**src/rtl/cma_pkg.sv**
```systemverilog
// ----------------------------------------------------------------------------
// cma_pkg
// Shared constants, register codes and control types of the centered
// moving average block.
// ----------------------------------------------------------------------------
package cma_pkg;

  localparam int MaxWindowDef    = 64;
  localparam int SampleBitsDef   = 16;
  localparam int FractionBitsDef = 8;

  // Configuration port geometry (fixed by the register map)
  localparam int CfgIdxW  = 1;
  localparam int CfgDataW = 7;
  localparam int WinLenW  = 7;

  localparam logic [WinLenW-1:0] WinLenReset = 7'd8;

  typedef enum logic [CfgIdxW-1:0] {
    REG_WINDOW_LENGTH = 1'b0,
    REG_ABSOLUTE_MODE = 1'b1
  } cfg_reg_e;

  // Sequencer to window store
  typedef struct packed {
    logic clear;   // restart the signal
    logic read;    // fetch the entry leaving the window
    logic update;  // write the new value, advance the sliding sum
  } win_ctrl_t;

endpackage

```
**src/rtl/cma_intf.sv**
```systemverilog
// ----------------------------------------------------------------------------
// cma channel interfaces
// Valid/ready channels for samples, averages and register writes.
// ----------------------------------------------------------------------------
interface cma_sample_if #(
  parameter int SAMPLE_BITS = cma_pkg::SampleBitsDef
);
  logic                          valid;
  logic                          ready;
  logic signed [SAMPLE_BITS-1:0] sample;
  logic                          final_sample;

  modport source (output valid, output sample, output final_sample, input ready);
  modport sink   (input valid, input sample, input final_sample, output ready);
endinterface

interface cma_average_if #(
  parameter int AVG_W = cma_pkg::SampleBitsDef + cma_pkg::FractionBitsDef + 1
);
  logic                    valid;
  logic                    ready;
  logic signed [AVG_W-1:0] average;
  logic                    final_average;

  modport source (output valid, output average, output final_average, input ready);
  modport sink   (input valid, input average, input final_average, output ready);
endinterface

interface cma_cfg_if;
  logic                         valid;
  logic                         ready;
  logic [cma_pkg::CfgIdxW-1:0]  index;
  logic [cma_pkg::CfgDataW-1:0] data;

  modport source (output valid, output index, output data, input ready);
  modport sink   (input valid, input index, input data, output ready);
endinterface

```
**src/rtl/centered_moving_average_top.sv**
```systemverilog
// ----------------------------------------------------------------------------
// centered_moving_average_top
// Centered moving average over a sample stream, with end-of-signal flush.
// ----------------------------------------------------------------------------
//  channel    dir  payload                         beat taken when
//  sample_i   in   sample, final_sample            valid & ready
//  average_o  out  average, final_average          valid & ready
//  cfg_i      in   index (0 length, 1 abs), data   valid & ready (always ready)
//
//  A sample passes S_READ, S_UPDATE, S_CHECK and S_NEXT; one that yields an
//  average also passes S_DIVIDE and S_OUTPUT, waiting in S_DIVIDE on the serial
//  divider, which produces one quotient bit per cycle.
//  Each flushed zero runs the same states again from S_READ on.
//  No clearing pass after reset: the store is qualified by a fill count.
//  A stalled average holds the block; sample_i.ready stays low until done.
// ----------------------------------------------------------------------------
module centered_moving_average_top #(
  parameter int MAX_WINDOW    = cma_pkg::MaxWindowDef,
  parameter int SAMPLE_BITS   = cma_pkg::SampleBitsDef,
  parameter int FRACTION_BITS = cma_pkg::FractionBitsDef
) (
  input  logic          clk_i,
  input  logic          rst_ni,
  cma_sample_if.sink    sample_i,
  cma_average_if.source average_o,
  cma_cfg_if.sink       cfg_i
);

  localparam int LenW   = $clog2(MAX_WINDOW + 1);
  localparam int StoreW = SAMPLE_BITS + 1;
  localparam int SumW   = SAMPLE_BITS + $clog2(MAX_WINDOW) + 1;
  localparam int AVG_W  = SAMPLE_BITS + FRACTION_BITS + 1;
  localparam int CmpW   = (LenW > cma_pkg::WinLenW) ? LenW : cma_pkg::WinLenW;

  typedef enum logic [6:0] {
    S_IDLE   = 7'b0000001,
    S_READ   = 7'b0000010,
    S_UPDATE = 7'b0000100,
    S_CHECK  = 7'b0001000,
    S_DIVIDE = 7'b0010000,
    S_OUTPUT = 7'b0100000,
    S_NEXT   = 7'b1000000
  } state_e;

  state_e state_q, state_d;

  logic [cma_pkg::WinLenW-1:0] wl_q, wl_d;
  logic                        abs_q, abs_d;
  logic signed [StoreW-1:0]    val_q, val_d;
  logic                        last_q, last_d;
  logic [LenW-1:0]             t_q, t_d;
  logic [LenW-1:0]             seen_q, seen_d;
  logic                        out_valid_q, out_valid_d;
  logic signed [AVG_W-1:0]     out_avg_q, out_avg_d;
  logic                        out_final_q, out_final_d;

  logic [LenW-1:0]          len;
  logic [LenW-1:0]          delay;
  logic                     in_beat, cfg_beat, out_beat;
  logic signed [StoreW-1:0] in_ext;
  logic                     emit;
  logic                     end_of_flush;
  logic                     div_start, div_done;
  logic signed [SumW-1:0]   sum;
  logic signed [AVG_W-1:0]  quot;
  cma_pkg::win_ctrl_t       win_ctrl;

  // Effective window length: zero acts as 1, oversize clamps to the store
  always_comb begin
    if (wl_q == '0) begin
      len = LenW'(1);
    end else if (CmpW'(wl_q) > CmpW'(MAX_WINDOW)) begin
      len = LenW'(MAX_WINDOW);
    end else begin
      len = LenW'(wl_q);
    end
  end

  assign delay = len - LenW'(1) - (len >> 1);

  assign in_beat  = sample_i.valid & sample_i.ready;
  assign cfg_beat = cfg_i.valid & cfg_i.ready;
  assign out_beat = average_o.valid & average_o.ready;

  assign in_ext = StoreW'(sample_i.sample);
  assign emit   = ((LenW + 1)'(seen_q) + (LenW + 1)'(t_q)) > (LenW + 1)'(delay);
  assign end_of_flush = last_q & (t_q == delay);

  always_comb begin
    state_d     = state_q;
    wl_d        = wl_q;
    abs_d       = abs_q;
    val_d       = val_q;
    last_d      = last_q;
    t_d         = t_q;
    seen_d      = seen_q;
    out_valid_d = out_valid_q;
    out_avg_d   = out_avg_q;
    out_final_d = out_final_q;
    div_start   = 1'b0;
    win_ctrl    = '0;

    if (cfg_beat) begin
      case (cfg_i.index)
        cma_pkg::REG_WINDOW_LENGTH: wl_d  = cfg_i.data[cma_pkg::WinLenW-1:0];
        cma_pkg::REG_ABSOLUTE_MODE: abs_d = cfg_i.data[0];
        default: ;
      endcase
      win_ctrl.clear = 1'b1;
      seen_d         = '0;
    end

    case (state_q)
      S_IDLE: begin
        if (in_beat) begin
          val_d   = (abs_q && in_ext[StoreW-1]) ? -in_ext : in_ext;
          last_d  = sample_i.final_sample;
          t_d     = '0;
          state_d = S_READ;
        end
      end
      S_READ: begin
        win_ctrl.read = 1'b1;
        state_d       = S_UPDATE;
      end
      S_UPDATE: begin
        win_ctrl.update = 1'b1;
        // only the real sample counts, not flush zeros
        if (t_q == '0 && seen_q != LenW'(MAX_WINDOW)) begin
          seen_d = seen_q + 1'b1;
        end
        state_d = S_CHECK;
      end
      S_CHECK: begin
        if (emit) begin
          div_start = 1'b1;
          state_d   = S_DIVIDE;
        end else begin
          state_d = S_NEXT;
        end
      end
      S_DIVIDE: begin
        if (div_done) begin
          out_avg_d   = quot;
          out_final_d = end_of_flush;
          out_valid_d = 1'b1;
          state_d     = S_OUTPUT;
        end
      end
      S_OUTPUT: begin
        if (out_beat) begin
          out_valid_d = 1'b0;
          state_d     = S_NEXT;
        end
      end
      S_NEXT: begin
        if (!last_q) begin
          state_d = S_IDLE;
        end else if (t_q == delay) begin
          win_ctrl.clear = 1'b1;
          seen_d         = '0;
          state_d        = S_IDLE;
        end else begin
          // push a zero to flush the next centered output
          t_d     = t_q + 1'b1;
          val_d   = '0;
          state_d = S_READ;
        end
      end
      default: state_d = S_IDLE;
    endcase
  end

  always_ff @(posedge clk_i or negedge rst_ni) begin
    if (!rst_ni) begin
      state_q     <= S_IDLE;
      wl_q        <= cma_pkg::WinLenReset;
      abs_q       <= 1'b0;
      last_q      <= 1'b0;
      t_q         <= '0;
      seen_q      <= '0;
      out_valid_q <= 1'b0;
    end else begin
      state_q     <= state_d;
      wl_q        <= wl_d;
      abs_q       <= abs_d;
      last_q      <= last_d;
      t_q         <= t_d;
      seen_q      <= seen_d;
      out_valid_q <= out_valid_d;
    end
  end

  always_ff @(posedge clk_i) begin
    val_q       <= val_d;
    out_avg_q   <= out_avg_d;
    out_final_q <= out_final_d;
  end

  cma_window #(
    .MAX_WINDOW (MAX_WINDOW),
    .SAMPLE_BITS(SAMPLE_BITS)
  ) u_window (
    .clk_i  (clk_i),
    .rst_ni (rst_ni),
    .ctrl_i (win_ctrl),
    .len_i  (len),
    .value_i(val_q),
    .sum_o  (sum)
  );

  cma_divider #(
    .SUM_W        (SumW),
    .LEN_W        (LenW),
    .FRACTION_BITS(FRACTION_BITS),
    .AVG_W        (AVG_W)
  ) u_divider (
    .clk_i  (clk_i),
    .rst_ni (rst_ni),
    .start_i(div_start),
    .sum_i  (sum),
    .len_i  (len),
    .done_o (div_done),
    .quot_o (quot)
  );

  assign sample_i.ready          = (state_q == S_IDLE);
  assign cfg_i.ready             = 1'b1;
  assign average_o.valid         = out_valid_q;
  assign average_o.average       = out_avg_q;
  assign average_o.final_average = out_final_q;

endmodule

```
**src/rtl/cma_window.sv**
```systemverilog
// ----------------------------------------------------------------------------
// cma_window
// Circular sample store with a sliding sum over the last L entries.
// ----------------------------------------------------------------------------
module cma_window #(
  parameter int MAX_WINDOW  = cma_pkg::MaxWindowDef,
  parameter int SAMPLE_BITS = cma_pkg::SampleBitsDef
) (
  input  logic                      clk_i,
  input  logic                      rst_ni,
  input  cma_pkg::win_ctrl_t        ctrl_i,
  input  logic [$clog2(MAX_WINDOW+1)-1:0] len_i,
  input  logic signed [SAMPLE_BITS:0]     value_i,
  output logic signed [SAMPLE_BITS+$clog2(MAX_WINDOW):0] sum_o
);

  localparam int LenW   = $clog2(MAX_WINDOW + 1);
  localparam int AddrW  = $clog2(MAX_WINDOW);
  localparam int StoreW = SAMPLE_BITS + 1;
  localparam int SumW   = SAMPLE_BITS + $clog2(MAX_WINDOW) + 1;
  localparam int PosW   = LenW + 1;

  logic signed [StoreW-1:0] mem [MAX_WINDOW];
  logic signed [StoreW-1:0] rd_q;
  logic signed [StoreW-1:0] old_val;

  logic [AddrW-1:0]       wp_q, wp_d;
  logic [LenW-1:0]        fill_q, fill_d;
  logic signed [SumW-1:0] sum_q, sum_d;
  logic [PosW-1:0]        pos_raw;
  logic [AddrW-1:0]       rd_addr;

  // Entry leaving the window sits L places behind the write position
  assign pos_raw = PosW'(wp_q) + PosW'(MAX_WINDOW) - PosW'(len_i);
  assign rd_addr = (pos_raw >= PosW'(MAX_WINDOW)) ? AddrW'(pos_raw - PosW'(MAX_WINDOW))
                                                  : AddrW'(pos_raw);

  always_ff @(posedge clk_i) begin
    if (ctrl_i.read) begin
      rd_q <= mem[rd_addr];
    end
    if (ctrl_i.update) begin
      mem[wp_q] <= value_i;
    end
  end

  // Entries not yet written in this signal count as zero
  assign old_val = (fill_q >= len_i) ? rd_q : '0;

  always_comb begin
    wp_d   = wp_q;
    fill_d = fill_q;
    sum_d  = sum_q;
    if (ctrl_i.clear) begin
      wp_d   = '0;
      fill_d = '0;
      sum_d  = '0;
    end else if (ctrl_i.update) begin
      sum_d = sum_q - SumW'(old_val) + SumW'(value_i);
      wp_d  = (wp_q == AddrW'(MAX_WINDOW - 1)) ? '0 : wp_q + 1'b1;
      if (fill_q != LenW'(MAX_WINDOW)) begin
        fill_d = fill_q + 1'b1;
      end
    end
  end

  always_ff @(posedge clk_i or negedge rst_ni) begin
    if (!rst_ni) begin
      wp_q   <= '0;
      fill_q <= '0;
      sum_q  <= '0;
    end else begin
      wp_q   <= wp_d;
      fill_q <= fill_d;
      sum_q  <= sum_d;
    end
  end

  assign sum_o = sum_q;

endmodule

```
**src/rtl/cma_divider.sv**
```systemverilog
// ----------------------------------------------------------------------------
// cma_divider
// Serial restoring divider: (sum << FRACTION_BITS) / L, one quotient bit
// per cycle, truncated toward zero.
// ----------------------------------------------------------------------------
module cma_divider #(
  parameter int SUM_W         = 23,
  parameter int LEN_W         = 7,
  parameter int FRACTION_BITS = cma_pkg::FractionBitsDef,
  parameter int AVG_W         = 25
) (
  input  logic                    clk_i,
  input  logic                    rst_ni,
  input  logic                    start_i,
  input  logic signed [SUM_W-1:0] sum_i,
  input  logic [LEN_W-1:0]        len_i,
  output logic                    done_o,
  output logic signed [AVG_W-1:0] quot_o
);

  localparam int DivW = SUM_W + FRACTION_BITS;
  localparam int CntW = $clog2(DivW);

  logic             busy_q, busy_d;
  logic             done_q, done_d;
  logic [CntW-1:0]  cnt_q, cnt_d;
  logic [DivW-1:0]  dvd_q, dvd_d;
  logic [LEN_W-1:0] rem_q, rem_d;
  logic             neg_q, neg_d;

  logic [SUM_W-1:0] mag;
  logic [LEN_W:0]   rem_sh;
  logic             fits;
  logic [DivW-1:0]  signed_q;

  assign mag    = sum_i[SUM_W-1] ? (~sum_i + 1'b1) : sum_i;
  assign rem_sh = {rem_q, dvd_q[DivW-1]};
  assign fits   = rem_sh >= (LEN_W + 1)'(len_i);

  always_comb begin
    busy_d = busy_q;
    done_d = 1'b0;
    cnt_d  = cnt_q;
    dvd_d  = dvd_q;
    rem_d  = rem_q;
    neg_d  = neg_q;
    if (start_i) begin
      busy_d = 1'b1;
      cnt_d  = '0;
      dvd_d  = DivW'(mag) << FRACTION_BITS;
      rem_d  = '0;
      neg_d  = sum_i[SUM_W-1];
    end else if (busy_q) begin
      // Shift one dividend bit into the remainder, quotient bit enters at the bottom
      dvd_d = {dvd_q[DivW-2:0], fits};
      rem_d = fits ? LEN_W'(rem_sh - (LEN_W + 1)'(len_i)) : LEN_W'(rem_sh);
      cnt_d = cnt_q + 1'b1;
      if (cnt_q == CntW'(DivW - 1)) begin
        busy_d = 1'b0;
        done_d = 1'b1;
      end
    end
  end

  always_ff @(posedge clk_i or negedge rst_ni) begin
    if (!rst_ni) begin
      busy_q <= 1'b0;
      done_q <= 1'b0;
      cnt_q  <= '0;
    end else begin
      busy_q <= busy_d;
      done_q <= done_d;
      cnt_q  <= cnt_d;
    end
  end

  always_ff @(posedge clk_i) begin
    dvd_q <= dvd_d;
    rem_q <= rem_d;
    neg_q <= neg_d;
  end

  assign signed_q = neg_q ? (~dvd_q + 1'b1) : dvd_q;
  assign quot_o   = AVG_W'(signed_q);
  assign done_o   = done_q;

endmodule

```
**src/flat_wrapper.sv**
```systemverilog
// flat-port wrapper written by rule: the top's interface ports become plain ports
module centered_moving_average_top_flat 
#(
  parameter int MAX_WINDOW    = cma_pkg::MaxWindowDef,
  parameter int SAMPLE_BITS   = cma_pkg::SampleBitsDef,
  parameter int FRACTION_BITS = cma_pkg::FractionBitsDef
)
  (clk_i, rst_ni, sample_i_valid, sample_i_sample, sample_i_final_sample, sample_i_ready, average_o_valid, average_o_average, average_o_final_average, average_o_ready, cfg_i_valid, cfg_i_index, cfg_i_data, cfg_i_ready);
  cma_sample_if #(.SAMPLE_BITS(SAMPLE_BITS)) sample_i_i ();
  cma_average_if average_o_i ();
  cma_cfg_if cfg_i_i ();
  input  logic clk_i;
  input  logic rst_ni;
  input wire logic [$bits(sample_i_i.valid)-1:0] sample_i_valid;
  input wire logic [$bits(sample_i_i.sample)-1:0] sample_i_sample;
  input wire logic [$bits(sample_i_i.final_sample)-1:0] sample_i_final_sample;
  output wire logic [$bits(sample_i_i.ready)-1:0] sample_i_ready;
  output wire logic [$bits(average_o_i.valid)-1:0] average_o_valid;
  output wire logic [$bits(average_o_i.average)-1:0] average_o_average;
  output wire logic [$bits(average_o_i.final_average)-1:0] average_o_final_average;
  input wire logic [$bits(average_o_i.ready)-1:0] average_o_ready;
  input wire logic [$bits(cfg_i_i.valid)-1:0] cfg_i_valid;
  input wire logic [$bits(cfg_i_i.index)-1:0] cfg_i_index;
  input wire logic [$bits(cfg_i_i.data)-1:0] cfg_i_data;
  output wire logic [$bits(cfg_i_i.ready)-1:0] cfg_i_ready;
  assign sample_i_i.valid = sample_i_valid;
  assign sample_i_i.sample = sample_i_sample;
  assign sample_i_i.final_sample = sample_i_final_sample;
  assign sample_i_ready = sample_i_i.ready;
  assign average_o_valid = average_o_i.valid;
  assign average_o_average = average_o_i.average;
  assign average_o_final_average = average_o_i.final_average;
  assign average_o_i.ready = average_o_ready;
  assign cfg_i_i.valid = cfg_i_valid;
  assign cfg_i_i.index = cfg_i_index;
  assign cfg_i_i.data = cfg_i_data;
  assign cfg_i_ready = cfg_i_i.ready;
  centered_moving_average_top #(.MAX_WINDOW(MAX_WINDOW), .SAMPLE_BITS(SAMPLE_BITS), .FRACTION_BITS(FRACTION_BITS)) u_core (.clk_i(clk_i), .rst_ni(rst_ni), .sample_i(sample_i_i), .average_o(average_o_i), .cfg_i(cfg_i_i));
endmodule
```
**config.mk**
```make
export PLATFORM = sky130hd
export DESIGN_NAME = centered_moving_average_top_flat
export DESIGN_NICKNAME = d
export VERILOG_FILES = /design/src/rtl/cma_pkg.sv /design/src/rtl/cma_intf.sv /design/src/rtl/centered_moving_average_top.sv /design/src/rtl/cma_window.sv /design/src/rtl/cma_divider.sv /design/src/flat_wrapper.sv
export SDC_FILE = /design/constraint.sdc
export NUM_CORES = 2
export LEC_CHECK = 0
export ABC_AREA = 1
export BUFFER_PORTS_ARGS = -buffer_cell sky130_fd_sc_hd__buf_2
export CORE_UTILIZATION = 57
export DETAILED_ROUTE_END_ITERATION = 10
export PLACE_DENSITY = 0.76
export SLEW_MARGIN = 20
export SYNTH_ARGS = -nofsm -noshare
export SYNTH_HDL_FRONTEND = slang
export SYNTH_SLANG_ARGS = --single-unit
```
**constraint.sdc**
```tcl
create_clock -name clk_i -period 3.9 [get_ports clk_i]
set_input_delay 0.39 -clock clk_i [delete_from_list [all_inputs] [get_ports clk_i]]
set_output_delay 0.39 -clock clk_i [all_outputs]
set_load 0.02 [all_outputs]
```
==> results by group <==
Run status
  • Status: completed

Setup path
  • Worst path bufs/invs: 5
  • CP most frequent cell: nand2_1
  • Worst path required time: 4.53 ns
  • CP startpoint kind: flop
  • CP endpoint kind: flop
  • Crit-path leading delay family: simple AND/OR/NAND/NOR gates
  • WP data arrival: 4.41 ns
  • Crit path kind: reg -> reg
  • Slowest CP cell: fa_1
  • Max incr delay on CP: around 0.50 ns
  • CP max FO: 18

Cells and area
  • Reg area: 37,300 sq um
  • Ant diodes: 0
  • Layout cells sized above 1: approximately 12%
  • Final Non-Filler Cells: 6,447
  • Fin area: 63,800 sq um
  • Multi-input gate area: 16,300 sq um
  • Filler cells: 6,773
  • Area growth syn-to-layout: 14.9%
  • Nets: around 5,200

GRT
  • Grt total ovfl: 0
  • Initial antenna violation count: 0
  • Gr usage total: ~30%
  • Vias in the first global route: ~38,000
  • Global-route wire length before repair: 220,000 um
  • Pin count of the biggest net entering global routing: a little over 80

Synth
  • Predominant post-synthesis flop cell: edfxtp_1
  • Syn avg cell area: 11.4 sq um
  • Post-synth top cells: edfxtp_1 (1,172), nor2_1 (938), o21ai_0 (603)
  • Async SR Flop Fraction: under 10%
  • Post-synthesis cell type count: 50
  • Synth Instances: around 4,900
  • Cell area after synthesis: 55,500 sq um
  • Post-synth EDFFs: 1,172
  • Post-Syn Nets: 5,014
  • #FFs+latches synth: 1,261
  • Cell with the most instances after synthesis: edfxtp_1
  • Top cells by area, synth: edfxtp_1 (63%), nor2_1 (6.3%), o21ai_0 (5.4%), nand3_1 (3.4%), dfrtp_1 (3.2%)
  • Top cell type's share of synthesized area: 63.4%
  • Register area share after synthesis: 67.3%
  • Yosys top cell by area: edfxtp_1
  • YS warnings: 0

STA
  • Final clock skew: 0.0395 ns
  • Post-Route Setup TNS: 0 ns
  • Clock period minus worst slack: ~3.8 ns
  • Fmax: ~260 MHz
  • RSZ-0062 raised after global routing: yes
  • Tcrit/Tclk final: 96.9%
  • Final setup vio count: 0
  • Slew HR: 39.7%
  • Final hold viol count: 0
  • Worst-margin pin slew: 0.905 ns
  • Worst setup margin: 0.120 ns
  • Final Slew Violations: 0

Pwr
  • Sequential power share: 39.9%
  • Lkg Pwr: 23.2 nW
  • Cell Int Power: roughly 0.027 W
  • Pwr dens: around 620 nW/um^2
  • Clock Power Share: about a third
  • VDD IR max: 0.431 mV
  • Switching Fraction: 32.7%
  • Switching power: around 0.013 W
  • Comb pwr share: ~28%

Die
  • Chip Width: about 310 um
  • # IOs: 59
  • Die height: 314 um
  • Count of standard-cell rows: 114
  • Starting Density: a little under three fifths
  • CORE AREA: 96,600 sq um
  • Die ar.: 98,700 sq um

Worst hold path
  • Hold Path Class: in -> reg

Clocking
  • Htree depth: 4
  • Clk sinks: about 1,300
  • CTS buffer count: 131
  • Clock transition at path regs: 0.06 ns
  • CTS tree: yes
  • Clock Latency Late Sink: ~0.76 ns
  • Clock buffer depth: 3
  • CTS root buf: clkbuf_16

Place
  • Global placer's final weighted congestion: approximately 0.94
  • Setup slack at placement: -0.0891 ns
  • Dpl cell area: 58,600 sq um
  • Inst Count DP: 6,188
  • Hpwl dp: about 87,000 um
  • Port Buffers: 57

Detailed routing
  • Vias/cell: 6.15
  • DRC violations left: 0
  • Via count: ~40,000
  • DRT Wirelength: 147,000 um
  • Iteration-0 DRC Markers: 5,130
  • WL/cell: 22.8 um
  • Pre-Repair DR Iteration Count: 6
  • Post-DRT Antenna Nets: 0

Run
  • MaxCap Viol Count: 0
path summary, 6_finish.rpt:
check / slack, ns / startpoint / endpoint / cells past startpoint
max in group asynchronous: 3.06 / rst_ni / u_core.u_window.fill_q[2] / 2
setup / recovery: 0.12 / u_core.wl_q[5] / u_core.u_window.sum_o[21] / 26
hold reg to reg: 0.47 / u_core.u_divider.dvd_q[0] / u_core.average_o.average[0] / 0
hold / removal: 0.04 / sample_i_sample[1] / u_core.val_q[1] / 3
min in group asynchronous: 0.28 / rst_ni / u_core.u_window.sum_o[13] / 2
setup reg to reg: 0.12 / u_core.wl_q[5] / u_core.u_window.sum_o[21] / 26
layout make-up:
class,instances,share of cell area (%)
Inverter,320,1.91
Timing Repair Buffer,333,4.67
Clock inverter,68,1.40
Clock buffer,164,5.40
Sequential cell,1261,58.5
Tap cell,1276,2.50
Multi-Input combinational cell,3025,25.6
timing repair:
item	in CTS	in global routing
endpoints found under the setup margin	10	121
cloned	0	3
pin swaps	1	24
buffers inserted	0	3
hold buffers	21	0
hold endpoints to repair	94	0
resized for setup	18	104
per-stage QoR:
step | power (W) | hold slack (ns) | util [%]
2_1_floorplan | 0.0223 | 0.0944 | -
3_3_place_gp | 0.0262 | 0.450 | 60.7
3_5_place_dp | 0.0264 | 0.454 | 60.7
4_1_cts | 0.0390 | 0.00478 | 65.5
5_1_grt | 0.0413 | 0.0314 | 66.1
6_report | 0.0399 | 0.0393 | 66.1
cell families after synthesis:
kind of cell,Yosys count,share of synthesized area (%)
AOI/OAI and AO/OA,942,9.87
DFF,1261,67.3
and+or+nand+nor,1899,14.6
xor gates and xnor gates,80,1.26
muxes,3,0.0608
buffers and inverters,598,4.35
adders and majority gates,100,2.60
other,1,0.00675
flip-flops by register name, summed over array words and instances, names as in the netlist, 6 cells and up:
| name | count |
|---|---|
| u_core.wl_q | 7 |
| u_core.u_divider.dvd_q | 31 |
| u_core.u_divider.rem_q | 7 |
| u_core.val_q | 17 |
| u_core.state_q | 7 |
| u_core.u_window.fill_q | 7 |
| u_core.u_window.mem | 1088 |
| u_core.u_window.wp_q | 6 |
| u_core.seen_q | 7 |
| u_core.u_window.rd_q | 17 |
| u_core.t_q | 7 |
| u_core.average_o.average | 25 |
| u_core.u_window.sum_o | 23 |
placed cells by master, fill, tap and decap left out, drive strengths merged, types with 80 or more instances in the layout:
cell type / Yosys / routed
o211ai: 84 / 84
nand2: 414 / 414
o21ai: 622 / 622
edfxtp: 1172 / 1172
clkbuf: 175 / 167
o221ai: 136 / 136
nor2: 942 / 942
buf: 103 / 309
nand3: 386 / 386
a21oi: 80 / 80
inv: 317 / 325
worst register-to-register path, cell delays in order (launching register included):
cell and delay [ns]:
dfrtp_1 0.39, nor2_1 0.12, nand4_1 0.12, nand2_2 0.11, nand2_1 0.07, ha_1 0.29, nand2_2 0.09, a21oi_1 0.04
nor2_1 0.14, nand3_2 0.12, buf_12 0.17, nand2_2 0.09, inv_4 0.07, fa_1 0.51, inv_1 0.08, ha_4 0.30
nand2_1 0.13, nor2_2 0.17, nand2_1 0.07, inv_1 0.07, nand3_1 0.10, nand3_1 0.10, nand2_1 0.06, nand2_1 0.05
inv_1 0.04, nand4_1 0.09, nand2_1 0.08
routing by layer:
metal  up-vias  wire length, um  global-route usage [%]
li1      17800                -                       -
met4         0             6220                    13.3
met1     19300            56500                    39.4
met2      2188            70200                    47.6
met3       306            14400                    4.93
met5         -                0                       0
power groups by stage:
stage               Combinational [W]  Sequential, W  Clock [W]
floorplan                     0.00583         0.0165          0
finish                         0.0113         0.0159     0.0127
global route                   0.0122         0.0159     0.0133
global placement               0.0100         0.0162          0
CTS                            0.0104         0.0159     0.0127
detailed placement             0.0102         0.0162          0
Power figures use the tool's default switching activity.
